<file path="src/design/gitp_pkg.sv">
`timescale 1ns / 1ps

package gitp_pkg;

   localparam int TEXT_LENGTH_BITS = 16;
   localparam int VALUE_BITS       = 32;
   localparam int MAG_BITS         = VALUE_BITS - 1;
   localparam int POS_OUT_BITS     = TEXT_LENGTH_BITS + 1;

   // tdata of the result: value, next_position, position_valid, padded to bytes
   localparam int RSP_FIELD_BITS = VALUE_BITS + POS_OUT_BITS + 1;
   localparam int RSP_DATA_BITS  = ((RSP_FIELD_BITS + 7) / 8) * 8;

   localparam logic [MAG_BITS-1:0] MAX_MAG = {MAG_BITS{1'b1}};
   localparam logic [MAG_BITS-1:0] MAG_LIMIT = MAX_MAG / 10;
   localparam logic [3:0] MAG_LIMIT_DIGIT = 4'(MAX_MAG % 10);

   localparam logic [TEXT_LENGTH_BITS-1:0] POS_MAX = {TEXT_LENGTH_BITS{1'b1}};

   localparam logic [7:0] DECIMAL_MARK_RESET = 8'd46;
   localparam logic [7:0] CHAR_SPACE = 8'h20;
   localparam logic [7:0] CHAR_TAB   = 8'h09;
   localparam logic [7:0] CHAR_PLUS  = 8'h2B;
   localparam logic [7:0] CHAR_MINUS = 8'h2D;
   localparam logic [7:0] CHAR_ZERO  = 8'h30;
   localparam logic [7:0] CHAR_NINE  = 8'h39;

   typedef enum logic [1:0] {
      ST_OK       = 2'd0,
      ST_NOITEM   = 2'd1,
      ST_ILLEGAL  = 2'd2,
      ST_OVERFLOW = 2'd3
   } status_type;

   typedef enum logic [2:0] {
      PH_LEAD,
      PH_POSTSIGN,
      PH_MARK_FIRST,
      PH_DIGITS,
      PH_MARK_MID,
      PH_DONE
   } phase_type;

   // one classified character as it travels from front to back
   typedef struct packed {
      logic                        blank;
      logic                        digit;
      logic                        mark;
      logic                        plus;
      logic                        minus;
      logic [3:0]                  digit_val;
      logic [TEXT_LENGTH_BITS-1:0] pos;
      logic                        last;
   } item_type;

endpackage

</file>
<file path="src/design/grouped_integer_text_parser.sv">
`timescale 1ns / 1ps

// Parses one signed decimal number per text field, one character per beat,
// tlast on the last character. Leading blanks, an optional sign, blanks,
// then digit groups joined by blanks or by the decimal mark (csr register,
// reset '.'); all digits form one integer. One result beat comes on the
// last character: value, one-based position after the last digit, a
// position-valid flag and a status in tuser (0 ok, 1 no item, 2 illegal,
// 3 overflow). The front classifies each character and counts positions,
// a two-entry queue follows, and the back runs the parse state and the
// multiply-by-ten accumulator; one character is taken every cycle when the
// queue and result do not stall, and rsp_tvalid is driven from a result
// register. Write the decimal mark only while no field is in flight.
module grouped_integer_text_parser (
   input  logic                               clock,
   input  logic                               reset,
   input  logic                               csr_wr_en,
   input  logic [7:0]                         csr_wr_data,
   input  logic                               req_tvalid,
   output logic                               req_tready,
   input  logic [7:0]                         req_tdata,   // character
   input  logic                               req_tlast,
   output logic                               rsp_tvalid,
   input  logic                               rsp_tready,
   // value [31:0], next_position [48:32], position_valid [49], zero fill
   output logic [gitp_pkg::RSP_DATA_BITS-1:0] rsp_tdata,
   output logic [1:0]                         rsp_tuser    // status
);
   import gitp_pkg::*;

   item_type front_item;
   item_type back_item;
   logic     front_valid;
   logic     front_ready;
   logic     back_valid;
   logic     back_ready;

   gitp_front u_front (
      .clock       (clock),
      .reset       (reset),
      .csr_wr_en   (csr_wr_en),
      .csr_wr_data (csr_wr_data),
      .req_tvalid  (req_tvalid),
      .req_tready  (req_tready),
      .req_tdata   (req_tdata),
      .req_tlast   (req_tlast),
      .item_valid  (front_valid),
      .item_ready  (front_ready),
      .item        (front_item)
   );

   gitp_queue u_queue (
      .clock      (clock),
      .reset      (reset),
      .push_valid (front_valid),
      .push_ready (front_ready),
      .push_item  (front_item),
      .pop_valid  (back_valid),
      .pop_ready  (back_ready),
      .pop_item   (back_item)
   );

   gitp_back u_back (
      .clock      (clock),
      .reset      (reset),
      .item_valid (back_valid),
      .item_ready (back_ready),
      .item       (back_item),
      .rsp_tvalid (rsp_tvalid),
      .rsp_tready (rsp_tready),
      .rsp_tdata  (rsp_tdata),
      .rsp_tuser  (rsp_tuser)
   );

endmodule

</file>
<file path="src/design/gitp_front.sv">
`timescale 1ns / 1ps

module gitp_front (
   input  logic               clock,
   input  logic               reset,
   input  logic               csr_wr_en,
   input  logic [7:0]         csr_wr_data,
   input  logic               req_tvalid,
   output logic               req_tready,
   input  logic [7:0]         req_tdata,
   input  logic               req_tlast,
   output logic               item_valid,
   input  logic               item_ready,
   output gitp_pkg::item_type item
);
   import gitp_pkg::*;

   logic [7:0]                  mark_ff;
   logic [TEXT_LENGTH_BITS-1:0] count_ff;
   logic [TEXT_LENGTH_BITS-1:0] count_in;
   logic [TEXT_LENGTH_BITS-1:0] pos;
   logic                        fire;

   assign req_tready = item_ready;
   assign item_valid = req_tvalid;
   assign fire       = req_tvalid && item_ready;

   // saturate the position at the top of the counter
   assign pos = (count_ff == POS_MAX) ? POS_MAX : count_ff + 1'b1;
   assign count_in = req_tlast ? '0 : pos;

   always_comb begin
      item.blank     = (req_tdata == CHAR_SPACE) || (req_tdata == CHAR_TAB);
      item.digit     = (req_tdata >= CHAR_ZERO) && (req_tdata <= CHAR_NINE);
      item.mark      = (req_tdata == mark_ff);
      item.plus      = (req_tdata == CHAR_PLUS);
      item.minus     = (req_tdata == CHAR_MINUS);
      item.digit_val = 4'(req_tdata - CHAR_ZERO);
      item.pos       = pos;
      item.last      = req_tlast;
   end

   always_ff @(posedge clock) begin
      if (reset) begin
         mark_ff  <= DECIMAL_MARK_RESET;
         count_ff <= '0;
      end else begin
         if (csr_wr_en) begin
            mark_ff <= csr_wr_data;
         end
         if (fire) begin
            count_ff <= count_in;
         end
      end
   end

endmodule

</file>
<file path="src/design/gitp_queue.sv">
`timescale 1ns / 1ps

module gitp_queue (
   input  logic               clock,
   input  logic               reset,
   input  logic               push_valid,
   output logic               push_ready,
   input  gitp_pkg::item_type push_item,
   output logic               pop_valid,
   input  logic               pop_ready,
   output gitp_pkg::item_type pop_item
);
   import gitp_pkg::*;

   item_type   slot_ff [2];
   logic       wr_ptr_ff;
   logic       rd_ptr_ff;
   logic [1:0] fill_ff;
   logic [1:0] fill_in;
   logic       push;
   logic       pop;

   assign push_ready = (fill_ff != 2'd2);
   assign pop_valid  = (fill_ff != 2'd0);
   assign pop_item   = slot_ff[rd_ptr_ff];
   assign push       = push_valid && push_ready;
   assign pop        = pop_valid && pop_ready;

   always_comb begin
      fill_in = fill_ff;
      case ({push, pop})
         2'b10:   fill_in = fill_ff + 2'd1;
         2'b01:   fill_in = fill_ff - 2'd1;
         default: fill_in = fill_ff;
      endcase
   end

   always_ff @(posedge clock) begin
      if (push) begin
         slot_ff[wr_ptr_ff] <= push_item;
      end
   end

   always_ff @(posedge clock) begin
      if (reset) begin
         wr_ptr_ff <= 1'b0;
         rd_ptr_ff <= 1'b0;
         fill_ff   <= 2'd0;
      end else begin
         if (push) begin
            wr_ptr_ff <= ~wr_ptr_ff;
         end
         if (pop) begin
            rd_ptr_ff <= ~rd_ptr_ff;
         end
         fill_ff <= fill_in;
      end
   end

endmodule

</file>
<file path="src/design/gitp_back.sv">
`timescale 1ns / 1ps

module gitp_back (
   input  logic                                clock,
   input  logic                                reset,
   input  logic                                item_valid,
   output logic                                item_ready,
   input  gitp_pkg::item_type                  item,
   output logic                                rsp_tvalid,
   input  logic                                rsp_tready,
   output logic [gitp_pkg::RSP_DATA_BITS-1:0]  rsp_tdata,
   output logic [1:0]                          rsp_tuser
);
   import gitp_pkg::*;

   phase_type                   phase_ff;
   phase_type                   phase_in;
   logic                        negative_ff;
   logic                        negative_in;
   logic [MAG_BITS-1:0]         acc_ff;
   logic [MAG_BITS-1:0]         acc_in;
   logic [TEXT_LENGTH_BITS-1:0] ldp_ff;
   logic [TEXT_LENGTH_BITS-1:0] ldp_in;
   status_type                  outcome_ff;
   status_type                  outcome_in;

   logic                        rsp_valid_ff;
   logic [VALUE_BITS-1:0]       value_ff;
   logic [VALUE_BITS-1:0]       value_in;
   logic [POS_OUT_BITS-1:0]     npos_ff;
   logic [POS_OUT_BITS-1:0]     npos_in;
   logic                        pvalid_ff;
   status_type                  status_ff;
   status_type                  status_in;

   logic                        fire;
   logic                        take_digit;
   logic                        overflow;
   logic                        set_sign;
   logic                        finish;
   status_type                  finish_code;
   logic [MAG_BITS+3:0]         acc_wide;
   logic [VALUE_BITS-1:0]       mag_ext;

   assign item_ready = !rsp_valid_ff || rsp_tready;
   assign fire       = item_valid && item_ready;

   assign overflow = (acc_ff > MAG_LIMIT) ||
                     ((acc_ff == MAG_LIMIT) && (item.digit_val > MAG_LIMIT_DIGIT));
   assign acc_wide = ({4'b0, acc_ff} << 3) + ({4'b0, acc_ff} << 1) +
                     (MAG_BITS + 4)'(item.digit_val);

   // decode: what this character does in the current phase
   always_comb begin
      take_digit  = 1'b0;
      set_sign    = 1'b0;
      finish      = 1'b0;
      finish_code = ST_OK;
      unique case (phase_ff)
         PH_LEAD, PH_POSTSIGN: begin
            if (item.blank) begin
               finish = 1'b0;
            end else if ((phase_ff == PH_LEAD) && (item.plus || item.minus)) begin
               set_sign = 1'b1;
            end else if (item.digit) begin
               take_digit = 1'b1;
            end else if (!item.mark) begin
               finish      = 1'b1;
               finish_code = ST_NOITEM;
            end
         end
         PH_MARK_FIRST: begin
            if (item.digit) begin
               take_digit = 1'b1;
            end else begin
               finish      = 1'b1;
               finish_code = ST_ILLEGAL;
            end
         end
         PH_DIGITS: begin
            if (item.digit) begin
               take_digit = 1'b1;
            end else if (!item.blank && !item.mark) begin
               finish      = 1'b1;
               finish_code = ST_OK;
            end
         end
         PH_MARK_MID: begin
            if (item.digit) begin
               take_digit = 1'b1;
            end else begin
               finish      = 1'b1;
               finish_code = ST_OK;
            end
         end
         default: begin
            finish = 1'b0;
         end
      endcase
      if (take_digit && overflow) begin
         finish      = 1'b1;
         finish_code = ST_OVERFLOW;
      end
   end

   // next phase
   always_comb begin
      phase_in = phase_ff;
      unique case (phase_ff)
         PH_LEAD, PH_POSTSIGN: begin
            if (finish) begin
               phase_in = PH_DONE;
            end else if (set_sign) begin
               phase_in = PH_POSTSIGN;
            end else if (take_digit) begin
               phase_in = PH_DIGITS;
            end else if (!item.blank && item.mark) begin
               phase_in = PH_MARK_FIRST;
            end
         end
         PH_MARK_FIRST, PH_MARK_MID: begin
            phase_in = finish ? PH_DONE : PH_DIGITS;
         end
         PH_DIGITS: begin
            if (finish) begin
               phase_in = PH_DONE;
            end else if (!take_digit && !item.blank && item.mark) begin
               phase_in = PH_MARK_MID;
            end
         end
         default: begin
            phase_in = PH_DONE;
         end
      endcase
   end

   // datapath and result
   always_comb begin
      negative_in = set_sign ? item.minus : negative_ff;
      acc_in      = acc_ff;
      ldp_in      = ldp_ff;
      outcome_in  = finish ? finish_code : outcome_ff;
      if (take_digit && !overflow) begin
         acc_in = acc_wide[MAG_BITS-1:0];
         ldp_in = item.pos;
      end

      unique case (phase_in)
         PH_LEAD, PH_POSTSIGN: status_in = ST_NOITEM;
         PH_MARK_FIRST:        status_in = ST_ILLEGAL;
         PH_DIGITS, PH_MARK_MID: status_in = ST_OK;
         default:              status_in = outcome_in;
      endcase

      mag_ext  = {1'b0, acc_in};
      value_in = '0;
      if ((status_in == ST_OK) || (status_in == ST_OVERFLOW)) begin
         value_in = negative_in ? (VALUE_BITS'(0) - mag_ext) : mag_ext;
      end
      npos_in = '0;
      if (status_in == ST_OK) begin
         npos_in = {1'b0, ldp_in} + 1'b1;
      end
   end

   always_ff @(posedge clock) begin
      if (fire && item.last) begin
         value_ff  <= value_in;
         npos_ff   <= npos_in;
         pvalid_ff <= (status_in == ST_OK);
         status_ff <= status_in;
      end
   end

   always_ff @(posedge clock) begin
      if (reset) begin
         phase_ff     <= PH_LEAD;
         negative_ff  <= 1'b0;
         acc_ff       <= '0;
         ldp_ff       <= '0;
         outcome_ff   <= ST_OK;
         rsp_valid_ff <= 1'b0;
      end else begin
         if (fire) begin
            if (item.last) begin
               phase_ff    <= PH_LEAD;
               negative_ff <= 1'b0;
               acc_ff      <= '0;
               ldp_ff      <= '0;
               outcome_ff  <= ST_OK;
            end else begin
               phase_ff    <= phase_in;
               negative_ff <= negative_in;
               acc_ff      <= acc_in;
               ldp_ff      <= ldp_in;
               outcome_ff  <= outcome_in;
            end
         end
         if (fire && item.last) begin
            rsp_valid_ff <= 1'b1;
         end else if (rsp_tready) begin
            rsp_valid_ff <= 1'b0;
         end
      end
   end

   assign rsp_tvalid = rsp_valid_ff;
   assign rsp_tdata  = {{(RSP_DATA_BITS - RSP_FIELD_BITS){1'b0}},
                        pvalid_ff, npos_ff, value_ff};
   assign rsp_tuser  = status_ff;

endmodule
</file>
<file path="config.mk">
export PLATFORM = sky130hd
export DESIGN_NAME = grouped_integer_text_parser
export DESIGN_NICKNAME = d
export VERILOG_FILES = /design/src/design/gitp_pkg.sv /design/src/design/grouped_integer_text_parser.sv /design/src/design/gitp_front.sv /design/src/design/gitp_queue.sv /design/src/design/gitp_back.sv
export SDC_FILE = /design/constraint.sdc
export NUM_CORES = 1
export LEC_CHECK = 0
export BUFFER_PORTS_ARGS = -buffer_cell sky130_fd_sc_hd__buf_2
export CORE_AREA = 2 2 185 187
export DETAILED_ROUTE_END_ITERATION = 16
export DIE_AREA = 0 0 187 189
export PLACE_DENSITY = 0.52
export SYNTH_ARGS = -nofsm -noshare
export SYNTH_HDL_FRONTEND = slang
export SYNTH_SLANG_ARGS = --single-unit
</file>
<file path="constraint.sdc">
create_clock -name clock -period 14 [get_ports clock]
set_clock_uncertainty 0.1 [all_clocks]
set_input_delay 0.7 -clock clock [delete_from_list [all_inputs] [get_ports clock]]
set_output_delay 0.7 -clock clock [all_outputs]
set_load 0.02 [all_outputs]
</file>
== Word level (Yosys, flattened, before mapping) ==
Memories as Yosys holds them, arrays and structs flattened. A register that Yosys moved wholly into a read port is not among the register bits.
Cells that the tools add are included.

* Add/sub/neg operators: 8
* $lt $le $gt $ge: 4
* Eq/ne operators: 19
* Mux-type cells: 51
* Bitwise gates (word level): 2
* Reduce and logical (&&, ||, !) cells: 34

{| class="wikitable"
|+ Operators with widths
! kind !! count
|-
| 31-bit two-way mux || 3
|-
| 16-bit two-way mux || 4
|-
| 1-bit by 31-bit subtractor with 32-bit output, first input constant || 1
|-
| 31-bit adder || 1
|-
| 31-bit by 4-bit adder with 31-bit output || 1
|-
| 31-bit by 28-bit == test with 1-bit output, second input constant || 1
|-
| 31-bit by 28-bit > comparator with 1-bit output, second input constant || 1
|-
| 8-bit by 6-bit == test with 1-bit output, second input constant || 3
|-
| 3-bit two-way mux || 8
|-
| 1-bit two-way mux || 23
|-
| 16-bit by 1-bit adder with 17-bit output, second input constant || 1
|-
| 16-bit by 1-bit adder with 16-bit output, second input constant || 1
|-
| 16-bit == test, second input constant || 1
|-
| 2-bit two-way mux || 7
|-
| 3-bit by 2-bit == test with 1-bit output, second input constant || 4
|-
| 1-bit logical AND || 12
|-
| 3-bit case mux with 3 select lines || 1
|-
| 8-bit by 4-bit == test with 1-bit output, second input constant || 1
|-
| 8-bit == test || 1
|-
| 8-bit by 6-bit greater-or-equal comparator with 1-bit output, second input constant || 1
|-
| 8-bit by 6-bit <= comparator with 1-bit output, second input constant || 1
|-
| 2-bit case mux with 2 select lines || 2
|-
| 2-bit OR reduction || 4
|-
| 3-bit by 1-bit == test with 1-bit output, second input constant || 2
|-
| 19 further kinds || 33
|}

* Flip-flop bits (word level): 134
* Bits in writable memories: 52
* Input bits: 22
* Output and inout port bits: 60
* Word-level logic and storage cells: 135
* Memories: 1

{| class="wikitable"
|+ Memories
! name !! words !! width !! rd ports !! clocked after memory_dff !! write ports !! line !! source
|-
| u_queue.slot_ff || 2 || 26 || 1 || 1 || 1 || gitp_queue.sv:15 || <nowiki>item_type slot_ff [2];</nowiki>
|}

== Logic depth before layout (Yosys ltp) ==
* Depth after elaboration: 17
* Mapped depth: 20
* Mapped depth without buffers: 16

== Modules after synthesis ==
A second synthesis with hierarchy kept.

* Cells, all modules: 1272
* Area total of the unflattened synthesis: 11918.9 um^2

{| class="wikitable"
|+ By module, submodules not included
! module !! times used !! cells an instance !! area an instance (um^2) !! sequential area each (um^2)
|-
| gitp_back || 1 || 957 || 8182.8 || 2642.5
|-
| gitp_queue || 1 || 105 || 2092.0 || 1661.6
|-
| gitp_front || 1 || 210 || 1644.1 || 480.5
|}

== Worst setup path before layout ==
No wires, ideal clock.

* Path kind: register to register
* Start point: register (tool-made name)
* End point: register u_back.value_ff[30], data pin
* Setup time: 0.262 ns
* Data arrival time: 5.087 ns
* Required time: 13.638 ns
* Setup slack: 8.550 ns
* Cell stages (with the launch flop): 20
* Buffers on the path: 4
* Period minus slack after synthesis: 5.450 ns
* Cells stage by stage: dfxtp_1 buf_2 buf_1 buf_1 buf_2 mux2_2 ha_1 ha_1 inv_1 fa_1 nand2b_1 a21oi_1 xor2_1 or4_1 a211oi_1 a41oi_1 nor2_1 nand3_1 o31ai_4 mux2_1

{| class="wikitable"
|+ RTL lines
! what !! line !! source
|-
| end signal, assigned || gitp_back.sv:168 || <nowiki>value_ff <= value_in;</nowiki>
|-
| end, declared || gitp_back.sv:28 || <nowiki>logic [VALUE_BITS-1:0] value_ff;</nowiki>
|}

==> reports/results.ini <==
[synth]
synth_area_leaders=edfxtp_1, dfxtp_1, nor2_1
synth_top_area_share_pct=26.9
netlist_area_um2=11600
ys_types=80
synthArstFlopShare_pct=0
yosys_warnings=0
syn_area_per_cell_um2=9.11
yosysMostFrequentCell=nor2_1
postSynthRegisterBits=187
synth_edf_count=104
yosysTopAreaCell=edfxtp_1
synthFlopType=edfxtp_1
ys_top_cells_by_count=nor2_1, edfxtp_1, a21oi_1, nand2_1, dfxtp_1
syn_inst=1273
seq_area_frac_synth_pct=41.3

[setup_path]
endpoint_kind=flip-flop
cp.required_ns=14.09
slowest_stage=or4_1
start_kind=flip-flop
path_class=flip-flop to flip-flop
arrival_ns=5.51
crit_path_max_incr_delay_ns=0.44
cp_top_family=simple AND/OR/NAND/NOR gates
crit_chain=buf_4 -> nand2_1 -> o21a_1 -> nor3b_1 -> o31a_1 -> nand2_2 -> o21ai_0 -> ha_1 -> nand3b_1 -> or4_1 -> a211oi_1 -> a41oi_1 -> nor2_1 -> nand3_1 -> o31ai_4 -> mux2_1
path_buf_inv=1
cp_max_fo=36

[floorplanning]
rows=67
die_area_um2=35300
start_util_pct=34.8
die_h_um=189
num_io_pins=82
core_um2=33300
die_width_um=187

[grt]
grt_start_max_net_pins=84
grt_pass1_wl_mm=49.9
grt_util_met3_pct=3.39
grtUsageMet1_pct=25.8
gr-usage-met2_pct=27.0
grt_pass1_vias=8774
grt.overflow.total=0
antenna_found_initial=0
grt_usage_pct=17.9
busiest_layer=met2

[clock_tree]
clockRootBuffer=clkbuf_16
clock_latency_ns=0.45
cts.sinks=187
cts_max_level=4
post-cts-setup-buffer-count=0
cts_buffer_depth=2
ctsHoldBuffers=0
clkSlewWorstSetupHoldPaths_ns=0.07
cts_tree=yes
cts_made_buffers=17
post_cts_resized=0

[layout]
post-route-cell-area_um2=12900
fillCellCount=3344
drive_gt1_share_pct=11.8
layout.nets=1399
synthToLayoutAreaGrowth_pct=11.6
antennaDiodeCount=0

[pwr]
p_sw_mw=0.830
leakage_nw=4.89
pwr-share-seq_pct=35.7
netSwitchingFraction_pct=41.6
p_int_mw=1.16
clkPwrFrac_pct=24.7
power_density_nw_per_um2=154
ir_drop_uv=114
combPwrFrac_pct=39.6

[placement]
io_buffers=75
place_ws_ns=8.75
placed_area_um2=12300
routabilityCongestion=0.884
hpwl_mm=22.8

[detailed_routing]
viasPerCell=5.38
drt-wirelength-per-cell_um=17.9
drcViolationCount=0
drtIter0Drc=813
firstDrtPassIters=5
vias=9545
detail_route.wirelength_mm=31.7
antenna_left=0

[sta]
tightest_slew_ns=0.998
max_freq_mhz=184
fin_crit_sh_pct=38.7
rsz0062_at_grt=no
slew_violations=0
worst_hold_slack_ns=0.361
slew_headroom_pct=33.5
layout_setup_ws_ns=8.58
setup_tns_ns=0
hold_viol_final=0
period_needed_ns=5.42
setup_viol=0

[min_path]
hp-class=primary input to flip-flop

[run_status]
status=finished clean

[flow_run]
cap_viol_max_count=0

==> cell type report <==
| class | count | area (µm²) | share of cell area [%] |
|---|---|---|---|
| Clock buffer | 17 | 425 | 3.29 |
| Clock inverter | 15 | 165 | 1.28 |
| Inverter | 19 | 71.3 | 0.551 |
| Multi-Input combinational cell | 1000 | 6460 | 49.9 |
| Sequential cell | 187 | 4780 | 37.0 |
| Tap cell | 448 | 561 | 4.33 |
| Timing Repair Buffer | 88 | 473 | 3.66 |
==> cell usage in the layout, fill, tap and decap left out, types with 7 or more instances in the layout <==
cell type,n
inv_1,19
a21oi_1,98
edfxtp_1,104
clkbuf_16,17
a21boi_0,7
nor2b_1,12
nand2_1,87
nand3_1,25
buf_2,75
nand4_1,14
nor3_1,34
a22oi_1,38
o31ai_1,8
a21o_1,10
nor4_1,11
mux2i_1,34
dfxtp_1,83
o21ai_0,45
nor2_1,203
and3_1,20
mux2_2,13
and4_1,7
or3_1,12
o21ai_1,14
buf_4,13
nand2b_1,10
and2_1,13
o211ai_1,11
nor3b_1,8
a31oi_1,13
ha_1,62
o21a_1,10
xor2_1,27
xnor2_1,46
a211oi_1,19
==> registers in the layout, indices dropped and copies added (netlist names), named ones only <==
name / count
u_queue.wr_ptr_ff: 1
u_queue.slot_ff: 52
u_back.value_ff: 32
u_back.acc_ff: 31
u_queue.rd_ptr_ff: 1
u_back.phase_ff: 3
u_front.mark_ff: 8
u_back.rsp_tvalid: 1
u_back.ldp_ff: 16
u_back.outcome_ff: 2
u_back.rsp_tuser: 2
u_front.count_ff: 16
u_back.npos_ff: 17
u_queue.fill_ff: 2
u_back.pvalid_ff: 1
u_back.negative_ff: 1
==> path summary, 6_finish.rpt <==
check	cells past startpoint	start	to	slack (ns)
max	16	flip-flop	u_back.value_ff[30]	8.58
min	2	csr_wr_data[1]	u_front.mark_ff[1]	0.36
max reg2reg	16	flip-flop	u_back.value_ff[30]	8.58
min reg2reg	2	u_back.ldp_ff[11]	u_back.ldp_ff[11]	0.40
==> per-stage QoR <==
step | std cells | util (%) | total power, mW
floorplan | 1278 | - | 1.27
global placement | 1742 | 37.1 | 1.52
detailed placement | 1742 | 37.1 | 1.51
CTS | 1774 | 38.9 | 2.00
global route | 1774 | 38.9 | 2.11
finish | 1774 | 38.9 | 1.99
==> per-layer routing <==
layer | routed length [µm] | up-vias
met5 | 0 | -
met4 | 651 | 0
met3 | 1440 | 40
met2 | 13700 | 265
met1 | 15900 | 4490
li1 | - | 4750
==> power groups by stage <==
stage	sequential, mW	clock, mW	combinational [mW]
final	0.711	0.493	0.790
after global placement	0.723	0	0.793
after CTS	0.712	0.503	0.787
after global routing	0.720	0.527	0.860
after detailed placement	0.723	0	0.782
after floorplan	0.772	0	0.497
==> kinds of logic (layout without fill, tap and decap cells) <==
family / after synthesis / count (layout) / synth area share (%)
compound gates: 322 / 322 / 18.3
other cells: 1 / 6 / 0.0323
mux: 51 / 51 / 4.58
xor+xnor: 73 / 73 / 5.52
buf+inv: 91 / 139 / 3.49
fa+ha+maj: 64 / 64 / 7.04
simple gates: 484 / 484 / 19.8
flops: 187 / 187 / 41.3
No activity file was read; power rests on OpenSTA's default activity.
